### config.mk
export PLATFORM = sky130hd
export DESIGN_NAME = nca_ctrl
export DESIGN_NICKNAME = d
export VERILOG_FILES = /design/src/design/nca_pkg.sv /design/src/design/nca_ctrl.sv
export SDC_FILE = /design/constraint.sdc
export NUM_CORES = 1
export LEC_CHECK = 0
export ABC_AREA = 1
export BUFFER_PORTS_ARGS = -buffer_cell sky130_fd_sc_hd__buf_4
export CORE_AREA = 2 2 39 41
export CTS_CLUSTER_SIZE = 30
export DETAILED_ROUTE_END_ITERATION = 12
export DIE_AREA = 0 0 41 43
export GPL_ROUTABILITY_DRIVEN = 0
export PLACE_DENSITY = 0.53
export SYNTH_ARGS = -nofsm -noshare
export SYNTH_HDL_FRONTEND = slang
export SYNTH_SLANG_ARGS = --single-unit
### constraint.sdc
create_clock -name clk -period 1.35 [get_ports clk]
set_input_delay 0.135 -clock clk [delete_from_list [all_inputs] [get_ports clk]]
set_output_delay 0.135 -clock clk [all_outputs]
set_load 0.01 [all_outputs]
### src/design/nca_pkg.sv
package nca_pkg;

  // Field widths
  localparam int COORD_W = 32;
  localparam int SEG_W   = 16;
  localparam int IDX_W   = 5;
  localparam int SQ_W    = 2 * COORD_W;
  localparam int DIST_W  = SQ_W + 2;
  localparam int WORD_W  = 3 * COORD_W + SEG_W;

  // Item opcodes
  localparam logic OP_LOAD     = 1'b0;
  localparam logic OP_CLASSIFY = 1'b1;

  // Controller to datapath commands
  typedef struct packed {
    logic wr_en;
    logic pt_load;
    logic scan_clr;
    logic scan_step;
    logic out_load;
  } nca_cmd_t;

  // Datapath to controller status
  typedef struct packed {
    logic item_is_load;
    logic depth_zero;
    logic scan_last;
    logic pipe_busy;
    logic out_busy;
  } nca_sts_t;

  // Absolute difference of two signed Q16.16 values; always fits in 32 bits
  function automatic logic [COORD_W-1:0] abs_diff(logic [COORD_W-1:0] a,
                                                  logic [COORD_W-1:0] b);
    logic [COORD_W:0] d;
    logic [COORD_W:0] m;
    d = {a[COORD_W-1], a} - {b[COORD_W-1], b};
    m = d[COORD_W] ? (~d + 1'b1) : d;
    return m[COORD_W-1:0];
  endfunction

endpackage

### src/design/nca_ctrl.sv
module nca_ctrl import nca_pkg::*; (
  input  logic     clk,
  input  logic     rst_n,
  input  logic     in_valid,
  output logic     in_ready,
  input  nca_sts_t sts,
  output nca_cmd_t cmd
);

  localparam logic [1:0] S_IDLE   = 2'd0;
  localparam logic [1:0] S_SCAN   = 2'd1;
  localparam logic [1:0] S_DRAIN  = 2'd2;
  localparam logic [1:0] S_FINISH = 2'd3;

  logic [1:0] state_r;
  logic [1:0] state_nxt;
  logic       accept;

  assign in_ready = (state_r == S_IDLE);
  assign accept   = in_valid && in_ready;

  // Sequence one item: load, or scan every centroid (skipped for a zero depth) then post the result
  always_comb begin
    state_nxt = state_r;
    cmd       = '0;
    case (state_r)
      S_IDLE: begin
        if (accept) begin
          if (sts.item_is_load) begin
            cmd.wr_en = 1'b1;
          end else begin
            cmd.pt_load  = 1'b1;
            cmd.scan_clr = 1'b1;
            state_nxt    = sts.depth_zero ? S_FINISH : S_SCAN;
          end
        end
      end
      S_SCAN: begin
        cmd.scan_step = 1'b1;
        if (sts.scan_last) begin
          state_nxt = S_DRAIN;
        end
      end
      S_DRAIN: begin
        if (!sts.pipe_busy) begin
          state_nxt = S_FINISH;
        end
      end
      S_FINISH: begin
        if (!sts.out_busy) begin
          cmd.out_load = 1'b1;
          state_nxt    = S_IDLE;
        end
      end
      default: begin
        state_nxt = S_IDLE;
      end
    endcase
  end

  always_ff @(posedge clk) begin
    if (!rst_n) begin
      state_r <= S_IDLE;
    end else begin
      state_r <= state_nxt;
    end
  end

endmodule

# Word-level counts from Yosys, hierarchy flattened
# Index checks and enable logic that the tools add are counted.
[totals]
ff_bits = 2
in_bits = 8
output_inout_bits = 6
word_cells = 26
[classes]
eq_ne = 8
n_mux = 14
reduce_logical = 3
[op_table]
columns = ["op", "count"]
rows = [
  ["$mux 2", 7],
  ["$ne 2x2->1 const B", 4],
  ["$pmux 2 s4", 1],
  ["$mux 3", 2],
  ["$reduce_and 5->1", 1],
  ["$eq 2x2->1 const B", 2],
  ["$mux 1", 4],
  ["$eq 2x1->1 const B", 1],
  ["$logic_not 2->1", 1],
  ["$ne 2x1->1 const B", 1],
  ["$logic_and 1x1->1", 1],
]

# Logic depth before layout (Yosys ltp)
[depth]
depth_word = 4
mapped_depth = 8
mapped_depth_nobuf = 8

# Least setup slack after synthesis
# Ideal clock, no wire load.
[synth_path]
path_type = "register to output"
start = "register state_r[0]"
end = "output cmd[3] (netlist name)"
t_arrival_ns = 1.229
required_time_ns = 1.215
slack_ns = -0.014
path_stages_with_launch = 6
n_path_buf = 1
path_cell_list = "dfxtp_1 > inv_1 > ha_1 > inv_1 > nor3_1 > buf_4"
[synth_rtl]
columns = ["item", "line_no", "source"]
rows = [
  ["start: declaration", "nca_ctrl.sv:15", "logic [1:0] state_r;"],
  ["start signal: assignment", "nca_ctrl.sv:65", "state_r <= state_nxt;"],
  ["end: declaration", "nca_ctrl.sv:7", "output nca_cmd_t cmd"],
]

==> results.md <==
* Drt wl/cell at a little over 7 um
* Min Tclk post-route at 1.26 ns
* Chip width at 41 um
* Routed via count at 284
* Critical path class: flop to output port
* Max Clk Rate at approximately 800 MHz
* Pwr/cell area at between 1500 and 2000 mW/mm^2
* Endpoints failing setup at 0
* Total iterations of the first detailed-routing run at 2
* Clock Latency Late Sink at 0.22 ns
* Final Non-Filler Cells at 76
* Largest net degree at the start of global routing at 6
* First-pass GRT wire length at 897 um
* Filler cell count at approximately 170
* DP Area at 383 sq um
* Synth Instances at 43
* Drt drc at 0
* Leading cell type in the layout, fill and taps excluded: buf_4
* Count of different cell masters after synthesis at 10
* Max_slew headroom at 0.896
* Sequential fraction of the synthesis area at 0.158
* Top flop regs: state_r x2
* Layout cell share with drive strength beyond 1 at 0.400
* Via density at 3.74
* Cells after DPL at 73
* Yosys top cell area share at 0.248
* H-tree levels at 1
* Final HPWL DP at ~470 um
* All-Layer GR Usage at 0.0752
* Fin crit share at 0.930
* IO Count at 14
* Die H at around 43 um
* Clock Path Buffers at 2
* Vias in the first global route at about 270
* Detail Route Antenna Nets at 0
* Port bufs at 13
* Initial Util at 0.183
* Full die area at 0.00176 sq mm
* Total grt overflow at 0
* CP max FO at 5
* Crit start category: flop
* Multi-input logic area at 185 sq um
* Biggest register: state_r
* Iter 0 DRT Violations at 4
* CP required at ~1.2 ns
* Nature of the critical path endpoint: output port
* WL final at around 550 um
* Setup TNS Final at 0 ns
* Most frequent cells in the layout: buf_4 (15), nand2_1 (10), nor2_1 (9)
* Yosys reg bits at 2
* Syn_area_per_cell at approximately 5.9 sq um
* Hold Path Class: input port to flop
* Max Cap Viol at 0
* Core Rows at 14
* Initial antenna violation count at 0
* FF/Latch Area at about 40 sq um
* RSZ-0062 raised after global routing: false
* Post-Syn Area at 253 sq um
* Fin. max-slew vios at 0
* Outcome: complete, no violations
* Root Buffer: clkbuf_4
* Worst clock skew at 0.00241 ns
* Postcts setup bufs at 0
* Syn Nets at 56
* Worst IR Drop VDD at 0.000543 V
* Core area at 0.00138 sq mm
* CTS tree: built
* Max reg flops at 2
* CTS sink cnt at 2
* # diodes at 0
* Final-report hold violation count at 0
* CP Data Arrival Time at 1.12 ns
* Final instance area at 418 sq um
* CTS buffer count at 3
* Nets@finish at 75
* Hold Slack at 0.151 ns
* Slew @ Worst Pin at 0.155 ns
* Reg clk slew, reported paths at 0.03 ns
* Ys Warns at 0
* Synth-to-Final Area Change at 65.3%
* Leak Pwr at 0.248 nW
* Cell taking the most area after synthesis: ha_1
* Area contributors post-synth: ha_1 (25%), dfxtp_1 (16%), inv_1 (15%)
[cell usage after synthesis, drive strengths merged]
cell type and instances:
nor2 10, dfxtp 2, nor3 1, inv 10, nand3 3, ha 5
buf 1, nand2 10, and3 1
[worst paths after layout]
kind	start	cells past startpoint	slack (ns)	endpoint
worst max-delay path	state_r[0]	4	0.09	cmd[4]
worst min-delay path	rst_n	3	0.15	state_r[1]
worst max register to register	state_r[0]	8	0.15	state_r[1]
worst min register to register	state_r[1]	3	0.61	state_r[1]
[power breakdown]
group          internal [mW]  switching, mW
clock                 0.0978         0.0316
combinational          0.224          0.241
sequential            0.0819         0.0134
total                  0.404          0.286
[area by class of cell]
type                            instances  area share
Multi-Input combinational cell         30       0.443
Tap cell                               16      0.0479
Timing Repair Buffer                   15       0.269
Inverter                               10      0.0898
Clock buffer                            3      0.0539
Sequential cell                         2      0.0958
[critical path, cell delays in order, from the launching register on]
cell	delay (ns)
dfxtp_1	0.33
inv_2	0.07
ha_4	0.17
and3_2	0.20
buf_4	0.14
[cell families after synthesis]
family / synth area share
AND/OR/NAND/NOR: 0.416
buffers and inverters: 0.178
adder cells (fa/ha/maj): 0.248
flip-flops: 0.158
[metrics by stage]
step           worst slack, ns  utilization  total power [mW]
5_1_grt                 0.0254        0.302             0.783
3_5_place_dp             0.133        0.277             0.534
2_1_floorplan            0.108            -             0.382
4_1_cts                 0.0191        0.295             0.682
6_report                0.0942        0.302             0.690
3_3_place_gp             0.146        0.277             0.530
[per-layer routing]
metal,global-route usage,vias up,wire length [um]
met5,0,-,0
met4,0.0600,0,0
met3,0.0157,0,63
met2,0.122,11,256
met1,0.0767,115,226
li1,-,158,-
[what timing repair did]
item,CTS,global route
resized for setup,1,3
setup endpoints to repair,3,3
hold buffers,0,0
Power figures use the tool's default switching activity.
